### src/sv/range_list_packet_decoder_unit_assert.svh
// Assertion macros shared by the range list packet decoder RTL
`ifndef RANGE_LIST_PACKET_DECODER_UNIT_ASSERT_SVH
`define RANGE_LIST_PACKET_DECODER_UNIT_ASSERT_SVH
`ifndef SYNTHESIS
`define RLPD_ASSERT_IMP(lbl, clk, rst, ante, cons) \
   lbl: assert property (@(posedge clk) disable iff (rst) (ante) |-> (cons)) \
      else $error("rlpd: same-cycle check failed");
`define RLPD_ASSERT_NXT(lbl, clk, rst, ante, cons) \
   lbl: assert property (@(posedge clk) disable iff (rst) (ante) |=> (cons)) \
      else $error("rlpd: next-cycle check failed");
`else
`define RLPD_ASSERT_IMP(lbl, clk, rst, ante, cons)
`define RLPD_ASSERT_NXT(lbl, clk, rst, ante, cons)
`endif
`endif

### src/sv/rlpd_pkg.sv
// Types, constants and helper functions of the range list packet decoder
package rlpd_pkg;

   localparam int unsigned QUEUE_DEPTH = 2;
   localparam int unsigned DATA_W      = 8;
   localparam int unsigned VALUE_W     = 64;
   localparam int unsigned COUNT_W     = 16;
   localparam int unsigned LEFT_W      = 4;
   localparam int unsigned KIND_W      = 2;
   localparam int unsigned HEAD_BITS_W = 7;

   localparam logic [LEFT_W-1:0]  LEFT_MAX    = 4'd8;
   localparam logic [COUNT_W-1:0] COUNT_LIMIT = 16'hFFFF;

   typedef enum logic [4:0] {
      PH_BIG_COUNT   = 5'b00001,
      PH_BIG_GAP     = 5'b00010,
      PH_BIG_SPAN    = 5'b00100,
      PH_SMALL_COUNT = 5'b01000,
      PH_SMALL_GAPS  = 5'b10000
   } phase_type;

   typedef enum logic [KIND_W-1:0] {
      KIND_RANGE  = 2'd0,
      KIND_ACCEPT = 2'd1,
      KIND_REJECT = 2'd2
   } kind_type;

   // One finished number, or the packet end, handed from front to back
   typedef struct packed {
      logic [VALUE_W-1:0] value;
      logic               done;
      logic               last;
      logic               trunc;
   } token_type;

   typedef struct packed {
      logic [KIND_W-1:0]  kind;
      logic [VALUE_W-1:0] range_from;
      logic [VALUE_W-1:0] range_span;
      logic               last_of_run;
   } result_type;

   function automatic logic [LEFT_W-1:0] leading_ones(input logic [DATA_W-1:0] b);
      logic [LEFT_W-1:0] n;
      logic              run;
      n   = '0;
      run = 1'b1;
      for (int i = DATA_W - 1; i >= 0; i--) begin
         if (run && b[i]) begin
            n = n + 4'd1;
         end else begin
            run = 1'b0;
         end
      end
      return n;
   endfunction

   function automatic logic [HEAD_BITS_W-1:0] first_payload(
      input logic [DATA_W-1:0] b,
      input logic [LEFT_W-1:0] n
   );
      logic [HEAD_BITS_W-1:0] mask;
      mask = 7'h7F >> n;
      if (n >= 4'd7) begin
         return '0;
      end
      return b[HEAD_BITS_W-1:0] & mask;
   endfunction

endpackage

### src/sv/rlpd_req_if.sv
// Request channel: one packet byte with its end marker
interface rlpd_req_if;
   import rlpd_pkg::*;

   logic              valid;
   logic              ready;
   logic [DATA_W-1:0] data_byte;
   logic              packet_end;

   modport source (output valid, output data_byte, output packet_end, input ready);
   modport sink   (input valid, input data_byte, input packet_end, output ready);
endinterface

### src/sv/rlpd_rsp_if.sv
// Response channel: one decoded range or packet status
interface rlpd_rsp_if;
   import rlpd_pkg::*;

   logic               valid;
   logic               ready;
   logic [KIND_W-1:0]  kind;
   logic [VALUE_W-1:0] range_from;
   logic [VALUE_W-1:0] range_span;
   logic               last_of_run;

   modport source (output valid, output kind, output range_from, output range_span,
                   output last_of_run, input ready);
   modport sink   (input valid, input kind, input range_from, input range_span,
                   input last_of_run, output ready);
endinterface

### src/sv/rlpd_front.sv
// Front end: takes bytes and assembles prefix-coded numbers into tokens
module rlpd_front (
   input  logic                clock,
   input  logic                reset,
   rlpd_req_if.sink            req_chan,
   output logic                push,
   output rlpd_pkg::token_type push_data,
   input  logic                full
);
   `include "range_list_packet_decoder_unit_assert.svh"
   import rlpd_pkg::*;

   logic [VALUE_W-1:0] acc_ff, acc_in;
   logic [LEFT_W-1:0]  left_ff, left_in;
   logic [LEFT_W-1:0]  left_nx;
   logic [LEFT_W-1:0]  n_ones;
   logic               take;
   logic               done;

   assign req_chan.ready = !full;
   assign take           = req_chan.valid && req_chan.ready;

   always_comb begin
      n_ones = leading_ones(req_chan.data_byte);
      if (left_ff == '0) begin
         acc_in  = {{(VALUE_W - HEAD_BITS_W){1'b0}}, first_payload(req_chan.data_byte, n_ones)};
         left_nx = n_ones;
      end else begin
         acc_in  = {acc_ff[VALUE_W-DATA_W-1:0], req_chan.data_byte};
         left_nx = left_ff - 4'd1;
      end
      done = (left_nx == '0);
      // the packet end always restarts the number assembler
      left_in = req_chan.packet_end ? '0 : left_nx;
   end

   assign push            = take && (done || req_chan.packet_end);
   assign push_data.value = acc_in;
   assign push_data.done  = done;
   assign push_data.last  = req_chan.packet_end;
   assign push_data.trunc = !done;

   always_ff @(posedge clock) begin
      if (reset) begin
         left_ff <= '0;
      end else if (take) begin
         left_ff <= left_in;
      end
   end

   always_ff @(posedge clock) begin
      if (take) begin
         acc_ff <= acc_in;
      end
   end

   `RLPD_ASSERT_IMP(a_left_bounded, clock, reset, 1'b1, left_ff <= LEFT_MAX)
   `RLPD_ASSERT_IMP(a_push_needs_take, clock, reset, push, take && !full)

endmodule

### src/sv/rlpd_queue.sv
// Short token queue between the front end and the section engine
module rlpd_queue #(
   parameter int unsigned DEPTH = rlpd_pkg::QUEUE_DEPTH
) (
   input  logic                clock,
   input  logic                reset,
   input  logic                push,
   input  rlpd_pkg::token_type push_data,
   output logic                full,
   input  logic                pop,
   output logic                head_valid,
   output rlpd_pkg::token_type head
);
   `include "range_list_packet_decoder_unit_assert.svh"
   import rlpd_pkg::*;

   localparam int unsigned PTR_W = (DEPTH > 1) ? $clog2(DEPTH) : 1;
   localparam int unsigned CNT_W = $clog2(DEPTH + 1);
   localparam logic [PTR_W-1:0] PTR_LAST = PTR_W'(DEPTH - 1);
   localparam logic [CNT_W-1:0] CNT_FULL = CNT_W'(DEPTH);

   token_type         slot_ff [DEPTH];
   logic [PTR_W-1:0]  wr_ff, wr_in;
   logic [PTR_W-1:0]  rd_ff, rd_in;
   logic [CNT_W-1:0]  cnt_ff, cnt_in;
   logic              do_push;
   logic              do_pop;

   assign full       = (cnt_ff == CNT_FULL);
   assign head_valid = (cnt_ff != '0);
   assign head       = slot_ff[rd_ff];
   assign do_push    = push && !full;
   assign do_pop     = pop && head_valid;

   always_comb begin
      wr_in  = wr_ff;
      rd_in  = rd_ff;
      cnt_in = cnt_ff;
      if (do_push) begin
         wr_in = (wr_ff == PTR_LAST) ? '0 : wr_ff + 1'b1;
      end
      if (do_pop) begin
         rd_in = (rd_ff == PTR_LAST) ? '0 : rd_ff + 1'b1;
      end
      if (do_push && !do_pop) begin
         cnt_in = cnt_ff + 1'b1;
      end else if (do_pop && !do_push) begin
         cnt_in = cnt_ff - 1'b1;
      end
   end

   always_ff @(posedge clock) begin
      if (reset) begin
         wr_ff  <= '0;
         rd_ff  <= '0;
         cnt_ff <= '0;
      end else begin
         wr_ff  <= wr_in;
         rd_ff  <= rd_in;
         cnt_ff <= cnt_in;
      end
   end

   always_ff @(posedge clock) begin
      if (do_push) begin
         slot_ff[wr_ff] <= push_data;
      end
   end

   `RLPD_ASSERT_IMP(a_cnt_bounded, clock, reset, 1'b1, cnt_ff <= CNT_FULL)
   `RLPD_ASSERT_IMP(a_ptr_gap, clock, reset, !full && head_valid, wr_ff != rd_ff)

endmodule

### src/sv/rlpd_back.sv
// Section engine: walks the packet sections and drives the response register
module rlpd_back (
   input  logic                clock,
   input  logic                reset,
   input  logic                head_valid,
   input  rlpd_pkg::token_type head,
   output logic                pop,
   rlpd_rsp_if.source          rsp_chan
);
   `include "range_list_packet_decoder_unit_assert.svh"
   import rlpd_pkg::*;

   phase_type          phase_ff, phase_in, phase_up;
   logic [COUNT_W-1:0] expected_ff, expected_in, expected_up;
   logic [COUNT_W-1:0] seen_ff, seen_in, seen_up;
   logic [COUNT_W-1:0] seen_inc;
   logic [VALUE_W-1:0] run_end_ff, run_end_in, run_end_up;
   logic [VALUE_W-1:0] held_from_ff, held_from_in, held_from_up;
   logic               gap_ovf_ff, gap_ovf_in, gap_ovf_up;
   logic               err_ff, err_in, err_up;
   logic               pend_ff, pend_in;
   result_type         out_ff, out_in;
   logic               out_valid_ff, out_valid_in;

   logic               go;
   logic               proc;
   logic [VALUE_W-1:0] add_a;
   logic [VALUE_W:0]   sum;
   logic               has_range;
   logic [VALUE_W-1:0] rng_from;
   logic [VALUE_W-1:0] rng_span;
   logic               ok;
   logic               split;

   assign go       = head_valid && (!out_valid_ff || rsp_chan.ready);
   assign proc     = head.done && !err_ff && !pend_ff;
   assign add_a    = (phase_ff == PH_BIG_SPAN) ? held_from_ff : run_end_ff;
   assign sum      = {1'b0, add_a} + {1'b0, head.value};
   assign seen_inc = seen_ff + 16'd1;

   // Apply one finished number to the section state
   always_comb begin
      phase_up     = phase_ff;
      expected_up  = expected_ff;
      seen_up      = seen_ff;
      run_end_up   = run_end_ff;
      held_from_up = held_from_ff;
      gap_ovf_up   = gap_ovf_ff;
      err_up       = err_ff;
      has_range    = 1'b0;
      rng_from     = '0;
      rng_span     = '0;
      if (proc) begin
         case (phase_ff)
            PH_BIG_COUNT, PH_SMALL_COUNT: begin
               if (head.value >= {{(VALUE_W - COUNT_W){1'b0}}, COUNT_LIMIT}) begin
                  err_up = 1'b1;
               end else begin
                  expected_up = head.value[COUNT_W-1:0];
                  seen_up     = '0;
                  run_end_up  = '0;
                  if (phase_ff == PH_SMALL_COUNT) begin
                     phase_up = PH_SMALL_GAPS;
                  end else if (head.value[COUNT_W-1:0] != '0) begin
                     phase_up = PH_BIG_GAP;
                  end else begin
                     phase_up = PH_SMALL_COUNT;
                  end
               end
            end
            PH_BIG_GAP: begin
               // form the range start now, keep its carry for the span step
               held_from_up = sum[VALUE_W-1:0];
               gap_ovf_up   = sum[VALUE_W];
               phase_up     = PH_BIG_SPAN;
            end
            PH_BIG_SPAN: begin
               if (gap_ovf_ff || sum[VALUE_W]) begin
                  err_up = 1'b1;
               end else begin
                  has_range  = 1'b1;
                  rng_from   = held_from_ff;
                  rng_span   = head.value;
                  run_end_up = sum[VALUE_W-1:0];
                  seen_up    = seen_inc;
                  phase_up   = (seen_inc == expected_ff) ? PH_SMALL_COUNT : PH_BIG_GAP;
               end
            end
            PH_SMALL_GAPS: begin
               if (sum[VALUE_W]) begin
                  err_up = 1'b1;
               end else begin
                  has_range  = 1'b1;
                  rng_from   = sum[VALUE_W-1:0];
                  run_end_up = sum[VALUE_W-1:0];
                  if (seen_ff != COUNT_LIMIT) begin
                     seen_up = seen_inc;
                  end
               end
            end
            default: begin
            end
         endcase
      end
   end

   assign ok    = !err_up && (phase_up == PH_SMALL_GAPS) && !head.trunc &&
                  (seen_up == expected_up);
   assign split = has_range && head.last;
   assign pop   = go && !split;

   always_comb begin
      phase_in     = phase_ff;
      expected_in  = expected_ff;
      seen_in      = seen_ff;
      run_end_in   = run_end_ff;
      held_from_in = held_from_ff;
      gap_ovf_in   = gap_ovf_ff;
      err_in       = err_ff;
      pend_in      = pend_ff;
      out_in       = out_ff;
      out_valid_in = out_valid_ff;
      if (rsp_chan.ready || !out_valid_ff) begin
         out_valid_in = 1'b0;
      end
      if (go) begin
         phase_in     = phase_up;
         expected_in  = expected_up;
         seen_in      = seen_up;
         run_end_in   = run_end_up;
         held_from_in = held_from_up;
         gap_ovf_in   = gap_ovf_up;
         err_in       = err_up;
         pend_in      = split;
         if (has_range) begin
            out_in.kind        = KIND_RANGE;
            out_in.range_from  = rng_from;
            out_in.range_span  = rng_span;
            out_in.last_of_run = !head.last;
            out_valid_in       = 1'b1;
         end else if (head.last) begin
            out_in.kind        = ok ? KIND_ACCEPT : KIND_REJECT;
            out_in.range_from  = '0;
            out_in.range_span  = '0;
            out_in.last_of_run = 1'b1;
            out_valid_in       = 1'b1;
            // status is out: back to the start of a packet
            phase_in     = PH_BIG_COUNT;
            expected_in  = '0;
            seen_in      = '0;
            run_end_in   = '0;
            held_from_in = '0;
            gap_ovf_in   = 1'b0;
            err_in       = 1'b0;
         end
      end
   end

   always_ff @(posedge clock) begin
      if (reset) begin
         phase_ff     <= PH_BIG_COUNT;
         expected_ff  <= '0;
         seen_ff      <= '0;
         run_end_ff   <= '0;
         held_from_ff <= '0;
         gap_ovf_ff   <= 1'b0;
         err_ff       <= 1'b0;
         pend_ff      <= 1'b0;
         out_valid_ff <= 1'b0;
      end else begin
         phase_ff     <= phase_in;
         expected_ff  <= expected_in;
         seen_ff      <= seen_in;
         run_end_ff   <= run_end_in;
         held_from_ff <= held_from_in;
         gap_ovf_ff   <= gap_ovf_in;
         err_ff       <= err_in;
         pend_ff      <= pend_in;
         out_valid_ff <= out_valid_in;
      end
   end

   always_ff @(posedge clock) begin
      out_ff <= out_in;
   end

   assign rsp_chan.valid       = out_valid_ff;
   assign rsp_chan.kind        = out_ff.kind;
   assign rsp_chan.range_from  = out_ff.range_from;
   assign rsp_chan.range_span  = out_ff.range_span;
   assign rsp_chan.last_of_run = out_ff.last_of_run;

   `RLPD_ASSERT_IMP(a_pend_behind_range, clock, reset, pend_ff,
      out_valid_ff && (out_ff.kind == KIND_RANGE) && !out_ff.last_of_run)
   `RLPD_ASSERT_IMP(a_big_tally, clock, reset,
      (phase_ff == PH_BIG_GAP) || (phase_ff == PH_BIG_SPAN), seen_ff < expected_ff)
   `RLPD_ASSERT_NXT(a_err_sticky, clock, reset, err_ff && !(go && head.last), err_ff)

endmodule

### src/sv/range_list_packet_decoder_unit.sv
// Range list packet decoder: prefix-coded numbers to decoded ranges and status
//
// req_chan carries one packet byte per request, with packet_end on the final
// byte. rsp_chan returns results: a decoded range (kind 0) as soon as its last
// byte is in, and at the packet end a status (1 accept, 2 reject). last_of_run
// marks the final result caused by one request; one request causes at most two.
// A result passes through the token queue and then the response register before
// it is valid on rsp_chan.
// Throughput: one request per cycle while req_chan.ready is high; a byte that
// closes a range and the packet gives two results, and the section engine
// keeps that token at the queue head for the second one. The front end assembles
// numbers with no feedback from the engine and a small token queue sits between
// the two, so req_chan.ready drops only when that queue is full: behind a stalled
// response register, or briefly after a byte that causes two results.
// Reset (synchronous) empties the queue and the response register and returns
// the decoder to the start of a packet; every packet end does the same for the
// section state. After a bad count or an overflow the rest of the packet is
// dropped up to its end, which reports reject.
module range_list_packet_decoder_unit #(
   parameter int unsigned QUEUE_DEPTH = rlpd_pkg::QUEUE_DEPTH
) (
   input  logic       clock,
   input  logic       reset,
   rlpd_req_if.sink   req_chan,
   rlpd_rsp_if.source rsp_chan
);
   import rlpd_pkg::*;

   logic      push;
   token_type push_data;
   logic      full;
   logic      pop;
   logic      head_valid;
   token_type head;

   rlpd_front u_front (
      .clock     (clock),
      .reset     (reset),
      .req_chan  (req_chan),
      .push      (push),
      .push_data (push_data),
      .full      (full)
   );

   rlpd_queue #(
      .DEPTH (QUEUE_DEPTH)
   ) u_queue (
      .clock      (clock),
      .reset      (reset),
      .push       (push),
      .push_data  (push_data),
      .full       (full),
      .pop        (pop),
      .head_valid (head_valid),
      .head       (head)
   );

   rlpd_back u_back (
      .clock      (clock),
      .reset      (reset),
      .head_valid (head_valid),
      .head       (head),
      .pop        (pop),
      .rsp_chan   (rsp_chan)
   );

endmodule

### src/flat_wrapper.sv
// flat-port wrapper written by rule: the top's interface ports become plain ports
module range_list_packet_decoder_unit_flat import rlpd_pkg::*;
#(
   parameter int unsigned QUEUE_DEPTH = rlpd_pkg::QUEUE_DEPTH
)
  (clock, reset, req_chan_valid, req_chan_data_byte, req_chan_packet_end, req_chan_ready, rsp_chan_valid, rsp_chan_kind, rsp_chan_range_from, rsp_chan_range_span, rsp_chan_last_of_run, rsp_chan_ready);
  rlpd_req_if req_chan_i ();
  rlpd_rsp_if rsp_chan_i ();
  input  logic clock;
  input  logic reset;
  input wire logic [$bits(req_chan_i.valid)-1:0] req_chan_valid;
  input wire logic [$bits(req_chan_i.data_byte)-1:0] req_chan_data_byte;
  input wire logic [$bits(req_chan_i.packet_end)-1:0] req_chan_packet_end;
  output wire logic [$bits(req_chan_i.ready)-1:0] req_chan_ready;
  output wire logic [$bits(rsp_chan_i.valid)-1:0] rsp_chan_valid;
  output wire logic [$bits(rsp_chan_i.kind)-1:0] rsp_chan_kind;
  output wire logic [$bits(rsp_chan_i.range_from)-1:0] rsp_chan_range_from;
  output wire logic [$bits(rsp_chan_i.range_span)-1:0] rsp_chan_range_span;
  output wire logic [$bits(rsp_chan_i.last_of_run)-1:0] rsp_chan_last_of_run;
  input wire logic [$bits(rsp_chan_i.ready)-1:0] rsp_chan_ready;
  assign req_chan_i.valid = req_chan_valid;
  assign req_chan_i.data_byte = req_chan_data_byte;
  assign req_chan_i.packet_end = req_chan_packet_end;
  assign req_chan_ready = req_chan_i.ready;
  assign rsp_chan_valid = rsp_chan_i.valid;
  assign rsp_chan_kind = rsp_chan_i.kind;
  assign rsp_chan_range_from = rsp_chan_i.range_from;
  assign rsp_chan_range_span = rsp_chan_i.range_span;
  assign rsp_chan_last_of_run = rsp_chan_i.last_of_run;
  assign rsp_chan_i.ready = rsp_chan_ready;
  range_list_packet_decoder_unit #(.QUEUE_DEPTH(QUEUE_DEPTH)) u_core (.clock(clock), .reset(reset), .req_chan(req_chan_i), .rsp_chan(rsp_chan_i));
endmodule
### config.mk
export PLATFORM = sky130hd
export DESIGN_NAME = range_list_packet_decoder_unit_flat
export DESIGN_NICKNAME = d
export VERILOG_FILES = /design/src/sv/rlpd_pkg.sv /design/src/sv/rlpd_req_if.sv /design/src/sv/rlpd_rsp_if.sv /design/src/sv/rlpd_front.sv /design/src/sv/rlpd_queue.sv /design/src/sv/rlpd_back.sv /design/src/sv/range_list_packet_decoder_unit.sv /design/src/flat_wrapper.sv
export VERILOG_INCLUDE_DIRS = /design/src /design/src/sv
export SDC_FILE = /design/constraint.sdc
export NUM_CORES = 1
export LEC_CHECK = 0
export BUFFER_PORTS_ARGS = -buffer_cell sky130_fd_sc_hd__clkbuf_2
export CAP_MARGIN = 0
export CORE_MARGIN = 1.5
export CORE_UTILIZATION = 50
export CTS_CLUSTER_SIZE = 40
export DETAILED_ROUTE_END_ITERATION = 8
export PLACE_DENSITY = 0.7
export SLEW_MARGIN = 25
export SYNTH_ARGS = -nofsm -noshare
export SYNTH_HDL_FRONTEND = slang
export SYNTH_SLANG_ARGS = --single-unit
### constraint.sdc
create_clock -name clock -period 8.7 [get_ports clock]
set_clock_uncertainty 0.2 [all_clocks]
set_input_delay 0.87 -clock clock [delete_from_list [all_inputs] [get_ports clock]]
set_output_delay 0.87 -clock clock [all_outputs]
set_load 0.005 [all_outputs]
After elaboration in Yosys (flattened, before gate mapping) --
Memories as Yosys holds them, arrays and structs flattened. A register that Yosys moved wholly into a read port is not among the register bits. Index checks and enable logic that the tools add are counted. Widths: inputs -> output; s select.
Word-level totals: ROM bits 0, output and inout bits 133, bits in registers 364, bits in latches 0, word-level logic and storage cells 183, memories kept 1, bits in writable memories 134
Memories:
- u_core.u_queue.slot_ff | depth 2, width 67, read ports 1, clocked after Yosys merged registers in 1, wr ports 1, RTL line rlpd_queue.sv:22 | token_type slot_ff [DEPTH];
Operators by class: divide/modulo/power cells 0, add/subtract/negate cells 14, magnitude comparators 2, shifts and indexed selects 1, reductions and logical operators 43, bitwise operators 1, equality and inequality tests 10, mux-type cells 93, multipliers 0
Operators with widths (number):
- $mux 64 | 18
- $mux 16 | 12
- $pmux 64 s3 | 1
- $mux 131 | 1
- $mux 129 | 1
- $pmux 64 s2 | 1
- $add 64x64->65 | 1
- $ge 64x16->1 const B | 1
- $pmux 16 s3 | 1
- $mux 4 | 10
- $mux 1 | 33
- $eq 16x16->1 | 2
- $mux 5 | 6
- $add 4x1->4 const B | 6
- $logic_and 1x1->1 | 21
- $add 16x1->16 const B | 1
- $ne 16x16->1 const B | 1
- $reduce_bool 16->1 | 1
- $pmux 5 s3 | 1
- $mux 7 | 2
- $logic_not 1->1 | 11
- $eq 5x5->1 const B | 2
- $logic_not 4->1 | 2
- $mux 2 | 4
- 19 further kinds | 24

Logic depth before layout (Yosys ltp) --
depth in word-level cells 24, depth in mapped cells 24, mapped depth without buffers 24

Cells and area by module --
From an unflattened synthesis, not the netlist that was laid out.
Unflattened totals: cell total of the unflattened synthesis 2615, area, all modules 26167.6 um^2
Modules (own cells, without submodules):
- rlpd_back | times used 1, sequential area each 7317.0 um^2, cells each 2120, area each 17996.0 um^2
- rlpd_queue | times used 1, sequential area each 4124.0 um^2, cells each 233, area each 5054.8 um^2
- rlpd_front | times used 1, sequential area each 1761.7 um^2, cells each 262, area each 3116.7 um^2

Worst setup path before layout --
Ideal clock, no wire load.
kind input to register, start point input port req_chan_data_byte[5], end point memory u_core.u_queue.slot_ff[0][0] (netlist name) (enable), stages 19, library setup time 0.500 ns, slack 0.366 ns, data arrival time 7.634 ns, cells stage by stage inv_1 > a21boi_0 > ha_1 > nor2_1 > nor2_1 > ha_1 > mux2i_1 > a31oi_1 > ha_1 > mux2_2 > ha_1 > mux2_2 > ha_1 > mux2_2 > nor2_1 > a21oi_1 > or4_1 > a21oi_1 > nor2b_1
Between the ends: longest elaborated chain between the ends 19, elaborated cells between the ends (all ways) 29
RTL lines:
- from (decl) | RTL line flat_wrapper.sv:12 | input wire logic [$bits(req_chan_i.data_byte)-1:0] req_chan_data_byte;
- $logic_and 1x1->1 * | RTL line rlpd_pkg.sv:50 | if (run && b[i]) begin
- $mux 4 or $mux 1 (tied branches) | RTL line rlpd_pkg.sv:50
- $add 4x1->4 or $logic_and 1x1->1 (tied branches) | RTL line rlpd_pkg.sv:51, rlpd_pkg.sv:50
- $mux 4 or $mux 1 (tied branches) | RTL line rlpd_pkg.sv:50
- $add 4x1->4 or $logic_and 1x1->1 (tied branches) | RTL line rlpd_pkg.sv:51, rlpd_pkg.sv:50
- $mux 4 or $mux 1 (tied branches) | RTL line rlpd_pkg.sv:50
- $add 4x1->4 or $logic_and 1x1->1 (tied branches) | RTL line rlpd_pkg.sv:51, rlpd_pkg.sv:50
- $mux 4 or $mux 1 (tied branches) | RTL line rlpd_pkg.sv:50
- [4 not listed]
- $mux 4 * | RTL line rlpd_front.sv:25 | if (left_ff == '0) begin
- $logic_not 4->1 * | RTL line rlpd_front.sv:32 | done = (left_nx == '0);
- $logic_or 1x1->1 * | RTL line rlpd_front.sv:37 | assign push = take && (done || req_chan.packet_end);
- $logic_and 1x1->1 * | RTL line rlpd_front.sv:37
- $logic_and 1x1->1 * | RTL line rlpd_queue.sv:32 | assign do_push = push && !full;
- net u_core.u_queue.do_push | RTL line rlpd_queue.sv:26 | logic do_push;
- $mux 1 * | RTL line rlpd_queue.sv:65 | if (do_push) begin
- $mux 1 (not written as such) * | RTL line rlpd_queue.sv:66 | slot_ff[wr_ff] <= push_data;
- to (decl) | RTL line rlpd_queue.sv:22
The timed path passes the listed nets; every way through them passes the cells marked *.

Worst setup path after layout --
start point register u_core.u_back.phase_ff[1], end point register u_core.u_back.out_ff (netlist bit u_core.u_back.rsp_chan.range_from[59]) (enable)
Between the ends: longest elaborated chain between the ends 9, elaborated cells between the ends (all ways) 11
RTL lines:
- from (decl) | RTL line rlpd_back.sv:13 | phase_type phase_ff, phase_in, phase_up;
- from (signal assigned) | RTL line rlpd_back.sv:171 | phase_ff <= phase_in;
- $eq 5x3->1 | RTL line rlpd_back.sv:37, rlpd_back.sv:54
- $mux 64 | RTL line rlpd_back.sv:37 | assign add_a = (phase_ff == PH_BIG_SPAN) ? held_from_ff : run_end_ff;
- $add 64x64->65 | RTL line rlpd_back.sv:38 | assign sum = {1'b0, add_a} + {1'b0, head.value};
- $logic_or 1x1->1 | RTL line rlpd_back.sv:78 | if (gap_ovf_ff || sum[VALUE_W]) begin
- $mux 1 | RTL line rlpd_back.sv:78
- $pmux 1 s2 * | RTL line rlpd_back.sv:54 | case (phase_ff)
- $mux 1 * | RTL line rlpd_back.sv:53 | if (proc) begin
- $reduce_bool 2->1 (no source line) *
- $reduce_and 2->1 (no source line) *
- to (signal assigned) | RTL line rlpd_back.sv:184 | out_ff <= out_in;
- to (decl) | RTL line rlpd_back.sv:22 | result_type out_ff, out_in;
Every way passes the cells marked *; elsewhere a longest branch is shown, timed or not. A chain may end at the register's enable or synchronous reset.

==> metrics.txt <==
status=finished clean; core region area=51610 um2; Num Clock Sinks=499; gp weighted congestion=roughly 0.99; leakage=roughly 11 nW; Post-Syn Instances=2671; Iteration-0 DRC Markers=between 2000 and 2500; Die H=approximately 230 um; CTS Root Cell=clkbuf_16; VDD IR-drop max=228.3 uV; Clk Latency, worst-skew pair=between 0.6 and 0.7 ns; hold buffers post-CTS=0; worst endpoint required time=roughly 8.8 ns; Worst Hold Class=reg -> reg; vias in the first global route=between 20000 and 25000; fraction of layout cells with a size suffix above 1=about 14%; first-pass GRT wire length=roughly 130 mm; nature of the critical path endpoint=flip-flop; CTS tree=built; period utilization=82.47%; Final nets=about 2800; # fillers=between 4000 and 5000; EDFF count, synth=roughly 320; WL final=84.22 mm; initial antenna violation count=5; post-synthesis cell area=roughly 26000 um2; Die X=around 230 um; Num CTS Buffers=51; Worst-Margin Slew=around 1.0 ns; H-tree depth=2; critical path arrival=~7.2 ns; Unique masters post-synth=90; PD cells=246.7 nW/um2; unrepaired setup endpoints after global routing=false; synth warn=0; Post-Syn Nets=around 2800; synth cell count leaders=edfxtp_1 (321), nor2_1 (321), nand2_1 (315); critical path class=reg -> reg; Final Hold Fails=0; CTS Buffer Depth=3; Detail Route Antenna Nets=0; share of the synthesized area in the top cell type=36.72%; Starting Density=about half; row count=slightly above 80; setup TNS=0 ns; Syn Area/Cell=9.829 um2; max cap viols=0; Setup Viol. Count Final=0; final design utilization=between 50 and 60%; I/O pin total=146; gr ovfl total=0; minimum clock period after layout=~7.2 ns; Routed wire per std cell=roughly 24 um; register area share after synthesis=50.29%; Non-Filler Instances=3450; f_max=0.1394 GHz; total die area=around 54000 um2; P&R area growth vs syn=11.21%; area post-placement=27490 um2; DRC=0; post_cts resized=0; asr flop ratio synth=0%; clock transition at the registers of the reported paths=about 0.07 ns; top post-synthesis cells by area=edfxtp_1 (37%), dfxtp_1 (14%), a22oi_1 (5.7%); dpl hpwl=about 61 mm; Post-CTS Setup Repair Bufs=0; DRT Pass-1 Iters=6; Total GRT Usage=a little under a third; post-route cell area=a little under 30000 um2; via count=21888; Port Buffers=approximately 150; synthesized flop and latch total=roughly 500; largest net degree at the start of global routing=between 90 and 100; relative slew slack=between 30 and 40%; count of pins over their slew limit=0; post-synth top area cell=edfxtp_1; Placed Cells=3353; routed vias/inst=6.344; CP Launch Type=flip-flop; Main synth FF type=edfxtp_1; CP Max Fanout=43
-- worst paths after layout --
kind                                      from                               endpoint  slack [ns]  depth (start not counted)
setup / recovery     u_core.u_back.phase_ff[1]  u_core.u_back.rsp_chan.range_from[59]        1.53                         16
hold / removal    u_core.u_back.run_end_ff[61]           u_core.u_back.run_end_ff[61]        0.27                          2
setup reg to reg     u_core.u_back.phase_ff[1]  u_core.u_back.rsp_chan.range_from[59]        1.53                         16
hold reg to reg   u_core.u_back.run_end_ff[61]           u_core.u_back.run_end_ff[61]        0.27                          2
-- logic make-up (layout without fill, tap and decap cells) --
logic type	Yosys count	in the layout	synth area share [%]
xor+xnor	100	100	3.389
fa+ha+maj	73	73	3.508
buf+inv	228	325	3.451
mux	84	84	3.532
flops	499	499	50.29
other cells	0	2	0
simple gates	1046	1046	18.83
compound gates	641	641	17.00
-- registers in the layout, summed over array words and instances (netlist names), named ones only --
name                                cells
u_core.u_back.rsp_chan.range_span      64
u_core.u_back.phase_ff                  5
u_core.u_back.rsp_chan.last_of_run      1
u_core.u_queue.rd_ff                    1
u_core.u_queue.slot_ff                134
u_core.u_back.seen_ff                  16
u_core.u_front.left_ff                  4
u_core.u_back.rsp_chan.kind             2
u_core.u_back.expected_ff              16
u_core.u_queue.cnt_ff                   2
u_core.u_back.held_from_ff             64
u_core.u_back.gap_ovf_ff                1
u_core.u_back.run_end_ff               64
u_core.u_back.err_ff                    1
u_core.u_back.pend_ff                   1
u_core.u_queue.wr_ff                    1
u_core.u_back.rsp_chan.valid            1
u_core.u_front.acc_ff                  56
u_core.u_back.rsp_chan.range_from      64
-- routing by layer --
| layer | track usage, % | routed length [um] |
|---|---|---|
| met1 | 44.01 | 36840 |
| met2 | 46.08 | 36930 |
| met3 | 7.220 | 8049 |
| met4 | 9.558 | 2364 |
| met5 | 0 | 39 |
-- cell type report --
cell class	count	area, um2	share of cell area [%]
Sequential cell	499	13210	45.23
Multi-Input combinational cell	1944	12220	41.87
Clock buffer	62	1318	4.513
Timing Repair Buffer	182	1039	3.557
Tap cell	680	850.8	2.914
Clock inverter	33	371.6	1.273
Inverter	48	182.7	0.6257
Antenna cell	2	5.005	0.01714
-- where the power goes --
part	switching, mW	leakage [nW]	total (mW)	internal, mW
clock	0.984	0.809	2.20	1.22
combinational	1.36	5.76	1.90	0.536
sequential	0.164	4.52	3.10	2.94
-- layout by cell type (no fill, tap or decap), drive strengths merged, types with 22 or more instances in the layout --
cell / Yosys / final
nand2: 315 / 315
ha: 72 / 72
a22oi: 200 / 200
nand4: 49 / 49
o21ai: 77 / 77
nor2b: 68 / 68
nor4: 43 / 43
dfxtp: 178 / 178
edfxtp: 321 / 321
xor2: 42 / 42
nand3: 47 / 47
clkinv: 0 / 22
nor2: 321 / 321
and3: 82 / 82
a21o: 38 / 38
a21oi: 131 / 131
mux2: 66 / 66
xnor2: 57 / 57
buf: 30 / 38
nor3: 45 / 45
clkbuf: 150 / 206
inv: 48 / 51
-- stage by stage --
| stage | setup slack (ns) | hold slack (ns) | power [mW] |
|---|---|---|---|
| 5_1_grt | 1.096 | 0.2833 | 7.485 |
| 4_1_cts | 1.685 | 0.2633 | 7.201 |
| 3_3_place_gp | 1.691 | 0.2370 | 4.981 |
| 2_1_floorplan | 0.3656 | 0.2273 | 4.232 |
| 6_report | 1.525 | 0.2679 | 7.204 |
| 3_5_place_dp | 1.689 | 0.2540 | 5.000 |
-- critical path, cell delays in order, from the launching register on --
cell and delay [ns]:
dfxtp_1 0.39, nor2_1 0.28, and3_2 0.92, buf_4 0.47, nand2_1 0.09, nand2_1 0.07
ha_1 0.32, a21oi_2 0.21, o21ai_0 0.17, nor4_1 0.32, nand4_1 0.25, nand4_1 0.51
nand3_1 0.36, nor2_1 0.75, o21ai_0 0.37, inv_4 0.45, buf_4 0.54
(Power assumes the default switching activity.)
